[src/design/sortmrg_pkg.sv]
`default_nettype none

package sortmrg_pkg;

   localparam int CAPACITY = 32;
   localparam int ADDR_W   = (CAPACITY > 1) ? $clog2(CAPACITY) : 1;
   localparam int CNT_W    = $clog2(CAPACITY + 1);
   localparam int DATA_W   = 32;

   localparam logic [1:0] OP_INS_A = 2'd0;
   localparam logic [1:0] OP_INS_B = 2'd1;
   localparam logic [1:0] OP_MERGE = 2'd2;

   localparam logic [1:0] ST_OK    = 2'd0;
   localparam logic [1:0] ST_FULL  = 2'd1;
   localparam logic [1:0] ST_MERGE = 2'd2;

   typedef struct packed {
      logic [1:0]               op;
      logic signed [DATA_W-1:0] value;
   } req_type;

   typedef struct packed {
      logic signed [DATA_W-1:0] value_out;
      logic                     last;
      logic                     empty_res;
      logic [1:0]               status;
   } rsp_type;

endpackage

`default_nettype wire

[src/design/sortmrg_ram.sv]
`default_nettype none

module sortmrg_ram #(
   parameter int WIDTH = 32,
   parameter int DEPTH = 32,
   parameter int AW    = (DEPTH > 1) ? $clog2(DEPTH) : 1
) (
   input  wire logic             clock,
   input  wire logic             wr_en,
   input  wire logic [AW-1:0]    wr_addr,
   input  wire logic [WIDTH-1:0] wr_data,
   input  wire logic [AW-1:0]    rd_addr,
   output logic      [WIDTH-1:0] rd_data
);

   logic [WIDTH-1:0] mem_ff [DEPTH];

   always_ff @(posedge clock) begin
      if (wr_en) begin
         mem_ff[wr_addr] <= wr_data;
      end
      rd_data <= mem_ff[rd_addr];
   end

endmodule

`default_nettype wire

[src/design/sorted_insert_and_merge.sv]
`default_nettype none

// Channel   Direction  Handshake            Payload
// req_      in         req_valid/req_stall  sortmrg_pkg::req_type (op, value)
// rsp_      out        rsp_valid/rsp_stall  sortmrg_pkg::rsp_type (value_out, last,
//                                           empty_res, status)
//
// Insert: larger entries shift up one slot, then the value is written; a full store
// answers ST_FULL. Merge: each result uses the one shared comparator and the
// registered read ports of the two store RAMs; an empty merge sets empty_res. Reset
// clears the state, counts and output valid; store contents are not cleared.
// A stalled result holds in the output register and the sequencer waits on it.

module sorted_insert_and_merge (
   input  wire logic                 clock,
   input  wire logic                 reset,
   input  wire logic                 req_valid,
   output logic                      req_stall,
   input  wire sortmrg_pkg::req_type req_data,
   output logic                      rsp_valid,
   input  wire logic                 rsp_stall,
   output sortmrg_pkg::rsp_type      rsp_data
);

   typedef enum logic [2:0] {
      S_IDLE,
      S_INS_RD,
      S_INS_CMP,
      S_RESP,
      S_MRG_RD,
      S_MRG_CMP
   } state_type;

   localparam int AW = sortmrg_pkg::ADDR_W;
   localparam int CW = sortmrg_pkg::CNT_W;
   localparam int DW = sortmrg_pkg::DATA_W;

   state_type state_ff, state_in;
   logic [CW-1:0] count_a_ff, count_a_in;
   logic [CW-1:0] count_b_ff, count_b_in;
   logic [CW-1:0] idx_ff, idx_in;
   logic [CW-1:0] ia_ff, ia_in;
   logic [CW-1:0] ib_ff, ib_in;
   logic          sel_b_ff, sel_b_in;
   logic [DW-1:0] value_ff, value_in;
   logic [1:0]    status_ff, status_in;
   logic          empty_ff, empty_in;
   logic          rsp_valid_ff, rsp_valid_in;
   sortmrg_pkg::rsp_type rsp_data_ff, rsp_data_in;

   logic          wr_en_a, wr_en_b, wr_en;
   logic [AW-1:0] wr_addr;
   logic [DW-1:0] wr_data;
   logic [AW-1:0] rd_addr_a, rd_addr_b;
   logic [DW-1:0] rd_a, rd_b, rd_sel;
   logic [CW-1:0] idx_m1;

   logic signed [DW-1:0] cmp_x, cmp_y;
   logic                 cmp_lt;

   logic          slot_free;
   logic [CW-1:0] cnt_req;
   logic          a_avail, b_avail, take_a, last_elem;
   logic [CW:0]   done_next, total;

   sortmrg_ram #(.WIDTH(DW), .DEPTH(sortmrg_pkg::CAPACITY)) u_ram_a (
      .clock   (clock),
      .wr_en   (wr_en_a),
      .wr_addr (wr_addr),
      .wr_data (wr_data),
      .rd_addr (rd_addr_a),
      .rd_data (rd_a)
   );

   sortmrg_ram #(.WIDTH(DW), .DEPTH(sortmrg_pkg::CAPACITY)) u_ram_b (
      .clock   (clock),
      .wr_en   (wr_en_b),
      .wr_addr (wr_addr),
      .wr_data (wr_data),
      .rd_addr (rd_addr_b),
      .rd_data (rd_b)
   );

   assign idx_m1  = idx_ff - CW'(1);
   assign rd_sel  = sel_b_ff ? rd_b : rd_a;
   assign wr_en_a = wr_en && !sel_b_ff;
   assign wr_en_b = wr_en && sel_b_ff;

   always_comb begin
      if (state_ff == S_MRG_RD || state_ff == S_MRG_CMP) begin
         rd_addr_a = ia_ff[AW-1:0];
         rd_addr_b = ib_ff[AW-1:0];
      end else begin
         rd_addr_a = idx_m1[AW-1:0];
         rd_addr_b = idx_m1[AW-1:0];
      end
   end

   always_comb begin
      if (state_ff == S_MRG_CMP) begin
         cmp_x = rd_a;
         cmp_y = rd_b;
      end else begin
         cmp_x = value_ff;
         cmp_y = rd_sel;
      end
   end
   assign cmp_lt = cmp_x < cmp_y;

   assign a_avail   = ia_ff < count_a_ff;
   assign b_avail   = ib_ff < count_b_ff;
   assign take_a    = a_avail && (!b_avail || cmp_lt);
   assign done_next = {1'b0, ia_ff} + {1'b0, ib_ff} + (CW+1)'(1);
   assign total     = {1'b0, count_a_ff} + {1'b0, count_b_ff};
   assign last_elem = done_next == total;

   assign slot_free = !rsp_valid_ff || !rsp_stall;
   assign cnt_req   = (req_data.op == sortmrg_pkg::OP_INS_B) ? count_b_ff : count_a_ff;

   always_comb begin
      state_in     = state_ff;
      count_a_in   = count_a_ff;
      count_b_in   = count_b_ff;
      idx_in       = idx_ff;
      ia_in        = ia_ff;
      ib_in        = ib_ff;
      sel_b_in     = sel_b_ff;
      value_in     = value_ff;
      status_in    = status_ff;
      empty_in     = empty_ff;
      rsp_valid_in = rsp_valid_ff && rsp_stall;
      rsp_data_in  = rsp_data_ff;
      wr_en        = 1'b0;
      wr_addr      = idx_ff[AW-1:0];
      wr_data      = value_ff;

      unique case (state_ff)
         S_IDLE: begin
            if (req_valid) begin
               case (req_data.op) inside
                  sortmrg_pkg::OP_INS_A, sortmrg_pkg::OP_INS_B: begin
                     sel_b_in = req_data.op == sortmrg_pkg::OP_INS_B;
                     value_in = req_data.value;
                     empty_in = 1'b0;
                     if (cnt_req == CW'(sortmrg_pkg::CAPACITY)) begin
                        status_in = sortmrg_pkg::ST_FULL;
                        state_in  = S_RESP;
                     end else begin
                        idx_in   = cnt_req;
                        state_in = S_INS_RD;
                     end
                  end
                  sortmrg_pkg::OP_MERGE: begin
                     ia_in = '0;
                     ib_in = '0;
                     if (count_a_ff == '0 && count_b_ff == '0) begin
                        status_in = sortmrg_pkg::ST_OK;
                        empty_in  = 1'b1;
                        state_in  = S_RESP;
                     end else begin
                        state_in = S_MRG_RD;
                     end
                  end
                  default: begin
                  end
               endcase
            end
         end
         S_INS_RD: begin
            if (idx_ff == '0) begin
               wr_en     = 1'b1;
               status_in = sortmrg_pkg::ST_OK;
               state_in  = S_RESP;
               if (sel_b_ff) count_b_in = count_b_ff + CW'(1);
               else          count_a_in = count_a_ff + CW'(1);
            end else begin
               state_in = S_INS_CMP;
            end
         end
         S_INS_CMP: begin
            wr_en = 1'b1;
            if (cmp_lt) begin
               wr_data  = rd_sel;
               idx_in   = idx_m1;
               state_in = S_INS_RD;
            end else begin
               status_in = sortmrg_pkg::ST_OK;
               state_in  = S_RESP;
               if (sel_b_ff) count_b_in = count_b_ff + CW'(1);
               else          count_a_in = count_a_ff + CW'(1);
            end
         end
         S_RESP: begin
            if (slot_free) begin
               rsp_valid_in          = 1'b1;
               rsp_data_in.value_out = '0;
               rsp_data_in.last      = 1'b1;
               rsp_data_in.empty_res = empty_ff;
               rsp_data_in.status    = status_ff;
               state_in              = S_IDLE;
            end
         end
         S_MRG_RD: begin
            state_in = S_MRG_CMP;
         end
         S_MRG_CMP: begin
            if (slot_free) begin
               rsp_valid_in          = 1'b1;
               rsp_data_in.value_out = take_a ? rd_a : rd_b;
               rsp_data_in.last      = last_elem;
               rsp_data_in.empty_res = 1'b0;
               rsp_data_in.status    = sortmrg_pkg::ST_MERGE;
               if (take_a) ia_in = ia_ff + CW'(1);
               else        ib_in = ib_ff + CW'(1);
               state_in = last_elem ? S_IDLE : S_MRG_RD;
            end
         end
         default: begin
            state_in = S_IDLE;
         end
      endcase
   end

   always_ff @(posedge clock) begin
      if (reset) begin
         state_ff     <= S_IDLE;
         count_a_ff   <= '0;
         count_b_ff   <= '0;
         rsp_valid_ff <= 1'b0;
      end else begin
         state_ff     <= state_in;
         count_a_ff   <= count_a_in;
         count_b_ff   <= count_b_in;
         rsp_valid_ff <= rsp_valid_in;
      end
      idx_ff      <= idx_in;
      ia_ff       <= ia_in;
      ib_ff       <= ib_in;
      sel_b_ff    <= sel_b_in;
      value_ff    <= value_in;
      status_ff   <= status_in;
      empty_ff    <= empty_in;
      rsp_data_ff <= rsp_data_in;
   end

   assign req_stall = state_ff != S_IDLE;
   assign rsp_valid = rsp_valid_ff;
   assign rsp_data  = rsp_data_ff;

endmodule

`default_nettype wire
[config.mk]
export PLATFORM = sky130hd
export DESIGN_NAME = sorted_insert_and_merge
export DESIGN_NICKNAME = d
export VERILOG_FILES = /design/src/design/sortmrg_pkg.sv /design/src/design/sortmrg_ram.sv /design/src/design/sorted_insert_and_merge.sv
export SDC_FILE = /design/constraint.sdc
export NUM_CORES = 2
export LEC_CHECK = 0
export ABC_AREA = 1
export BUFFER_PORTS_ARGS = -buffer_cell sky130_fd_sc_hd__buf_2
export CAP_MARGIN = 0
export CORE_UTILIZATION = 50
export CTS_BUF_LIST = sky130_fd_sc_hd__clkbuf_16
export DETAILED_ROUTE_END_ITERATION = 12
export GPL_ROUTABILITY_DRIVEN = 0
export GPL_TIMING_DRIVEN = 0
export PLACE_DENSITY = 0.7
export SLEW_MARGIN = 20
export SYNTH_ARGS = -nofsm -noshare
export SYNTH_HDL_FRONTEND = slang
export SYNTH_HIERARCHICAL = 1
export SYNTH_SLANG_ARGS = --single-unit
[constraint.sdc]
create_clock -name clock -period 9.8 [get_ports clock]
set_input_delay 0.98 -clock clock [delete_from_list [all_inputs] [get_ports clock]]
set_output_delay 0.98 -clock clock [all_outputs]
set_load 0.05 [all_outputs]
==> results.yml <==
synthesis:
  yosysSeqAreaShare_pct: 71.0
  synthDominantCellAreaShare_pct: 69.3
  synth_nets: 8231
  synthesis.instances: 8130
  syn-cell-area_um2: 92600
  synth.area.top_cells: "edfxtp_1, nand2_1, nand3_1, dfxtp_1, buf_6"
  netlist.top_cell.by_area: "edfxtp_1"
  synth.ff_latch_count: 2217
  synth_enable_flop_cells: 2137
  synthesis.area_per_instance_um2: 11.4
  top_flip_flop_cell_by_instance_count_after_synthesis: "edfxtp_1"
  asyncSetResetFlopFracSynth_pct: 0
  synth_cell_type_count: 36
  ys.warnings.count: 6
clock_network:
  clk_transition_reported_paths_ns: 0.07
  post_cts_hold_buffer_count: 0
  cts_resized: 0
  clock_path_buffers: 3
  tritoncts: "built"
  cts_made_buffers: 213
  cell_at_the_root_of_the_clock_tree: "clkbuf_16"
  clock_insertion_delay_worst_skew_ns: 0.87
  postCtsSetupRepairBufs: 0
  cts.sink_count: 2217
  htreeDepth: 4
sta:
  final-max-slew-violation-count: 0
  final.setup_skew_ns: 0.0395
  min_period_over_period_pct: 54.7
  rsz0062_at_grt: "no"
  slew_headroom_pct: 33.2
  hold_slack_ns: 0.290
  hold_viol: 0
  fin_crit_ns: 5.36
  clock.fmax_ghz: 0.187
  timing.final.setup_violations: 0
  tightest_slew_ns: 0.991
setup_path:
  worstSetupPathType: "reg -> reg"
  setup.worst_path.start: "state_ff[2]"
  worstSetupPathDepth: 19
  reg2reg_setup_slack_ns: 4.44
  cp_slowest_stage_delay_ns: 0.56
  r2r_path_start: "state_ff[2]"
  cell_with_the_largest_stage_delay_on_the_worst_path: "clkbuf_1"
  critical_path_arrival_ns: 6.01
  reg2reg_to: "u_ram_a/mem_ff[19][14]"
  critical-path-top-delay-family: "buffers and inverters"
  element_type_at_the_critical_path_start: "register"
  rr_worst_depth: 19
  worst-path-max-fanout: 33
  critPathCapture: "u_ram_a/mem_ff[19][14]"
  critical_path.endpoint_type: "register"
  required_arrival_time_at_the_worst_endpoint_ns: 10.45
  timing.critical_path.cells: "nand3_4 -> inv_1 -> clkbuf_1 -> buf_1 -> nand2_1 -> a21boi_0 -> ha_1 -> nand2_1 -> nor2_1 -> nand2_1 -> nor4_1 -> nand2_2 -> nand3_1 -> nand3_2 -> inv_1 -> buf_2 -> nand2_1 -> nand2_4 -> buf_12"
  worst-path-buf-inv: 6
  critical-path-top-cell-by-count: "nand2_1"
global_routing:
  grt_pass1_wl_mm: 410
  grt_use_met2_pct: 45.7
  via_count_of_the_first_global_routing_pass: 61200
  grt_use_met1_pct: 41.1
  overflow: 0
  global_route.usage.met3_pct: 6.71
  number_of_antenna_violations_at_the_first_check_in_global_routing: 25
  grt_start_max_net_pins: 49
  globalRouteTotalUtil_pct: 30.4
  globalRoute.busiestLayer: "met2"
worst_hold_path:
  min-delay-path-class: "in -> reg"
final_layout:
  areaGrowthSynthToFinish_pct: 14.3
  design.final.nets: 8621
  final_layout_size_suffix_gt1_share_pct: 11.0
  seq_area_um2: 65800
  multi_input_comb_area_um2: 23700
  fin_util_pct: 57.7
  n_fill_cell: 14500
job:
  cap_violations: 0
floorplanning:
  die_h_um: 432
  die-area_um2: 187000
  io-pin-count: 76
  overall_die_width_um: 432
  rows: 157
  core-area_um2: 183000
  initial_utilization_pct: 50.5
place:
  detailedPlacementHpwl_mm: 199
  place.port_buffers: 74
drt:
  drt-vias-per-instance: 5.92
  drc: 0
  dr_total_vias: 66100
  drt.antenna.violating_nets: 0
  drt-initial-drc-count: 10800
  wl_per_cell_um: 25.7
  totalWireLength_mm: 288
  detail_route.first_pass.iterations: 7
run_status:
  outcome: "complete, no violations"
power_and_ir_drop:
  powerDensity_nw_per_um2: 321
  vdd_drop_max_mv: 0.270
  p_leak_nw: 40.0
worst register-to-register path: stages, from the launching register on:
cell	delay [ns]
dfxtp_1	0.45
nand3_4	0.19
inv_1	0.28
clkbuf_1	0.56
buf_1	0.48
nand2_1	0.16
a21boi_0	0.16
ha_1	0.33
nand2_1	0.07
nor2_1	0.12
nand2_1	0.10
nor4_1	0.38
nand2_2	0.16
nand3_1	0.12
nand3_2	0.09
inv_1	0.22
buf_2	0.30
nand2_1	0.15
nand2_4	0.45
buf_12	0.31
logic make-up (layout without fill, tap and decap cells):
logic type	count (synthesis)	in the layout	share of synthesized area [%]
adders and majority gates	63	63	0.867
xor gates and xnor gates	24	24	0.227
AOI/OAI and AO/OA	188	188	1.12
buffers and inverters	639	1206	4.23
other	0	9	0
DFF	2217	2217	71.0
and+or+nand+nor	4999	4999	22.5
state kept, by name (all words and copies together), names as in the netlist, 32 cells and up:
register,flops
u_ram_a/mem_ff,1024
u_ram_b/mem_ff,1024
rsp_data,36
u_ram_a/rd_data,32
u_ram_b/rd_data,32
value_ff,32
metal layers:
layer  vias to the layer above  routed length (um)
li1                      29000                   -
met2                      4778              127000
met3                       851               37400
met1                     31500              105000
met5                         -                  46
met4                         8               18500
Yosys cell counts, drive strengths merged, types with 2 or more instances:
master / n
a211oi: 3
a21boi: 31
a21oi: 46
buf: 405
clkbuf: 72
dfxtp: 80
edfxtp: 2137
fa: 2
ha: 61
inv: 162
nand2: 3264
nand3: 1594
nand3b: 4
nand4: 10
nor2: 108
nor3: 11
nor4: 3
o211ai: 2
o21ai: 103
or2: 5
xnor2: 6
xor2: 18
report_power, final:
group          leakage, nW  internal (mW)  switching (mW)  total (mW)
combinational         16.7           3.65            10.9        14.6
sequential            19.9           11.4           0.173        11.6
clock                 3.43           4.26            3.57        7.83
total                 40.0           19.3            14.7        34.0
how the worst min path moves through the flow:
stage                     slack (ns)           from  depth (start not counted)       endpoint
after detailed placement        0.49  count_a_ff[4]                          2  count_a_ff[4]
after floorplan                 0.47  count_b_ff[4]                          2  count_b_ff[4]
after CTS                       0.24   req_data[27]                          1   value_ff[27]
after global routing            0.26   req_data[23]                          1   value_ff[23]
after global placement          0.49  count_a_ff[4]                          2  count_a_ff[4]
final                           0.29   req_data[27]                          1   value_ff[27]
cell usage in the layout, fill, tap and decap left out, types with 51 or more instances in the layout:
master / count
o21ai_0: 102
buf_6: 137
buf_4: 51
buf_2: 247
nor2_4: 67
nand2_1: 3230
clkbuf_1: 71
nand3_1: 1590
inv_1: 203
dfxtp_1: 80
ha_1: 61
edfxtp_1: 2137
clkbuf_16: 217
buf_16: 54
metrics by stage:
step           setup WS (ns)  power, mW  cell area, um2  TNS (ns)  instances
4_1_cts                 4.67       33.4          106000         0      11200
6_report                4.44       34.0          106000         0      11200
3_5_place_dp            4.72       25.6           99200         0      10800
3_3_place_gp          -0.892       25.3           96100    -56.58      10700
2_1_floorplan           4.03       19.6           92600         0       8130
5_1_grt                 4.31       35.0          106000         0      11200
final cells by class:
type	count	share of cell area, %
Antenna cell	9	0.0213
Clock inverter	175	1.13
Sequential cell	2217	62.1
Clock buffer	217	5.13
Multi-Input combinational cell	5274	22.4
Buffer	477	3.11
Timing Repair Buffer	175	2.64
Tap cell	2464	2.91
Inverter	162	0.588
No activity file was read; power rests on OpenSTA's default activity.
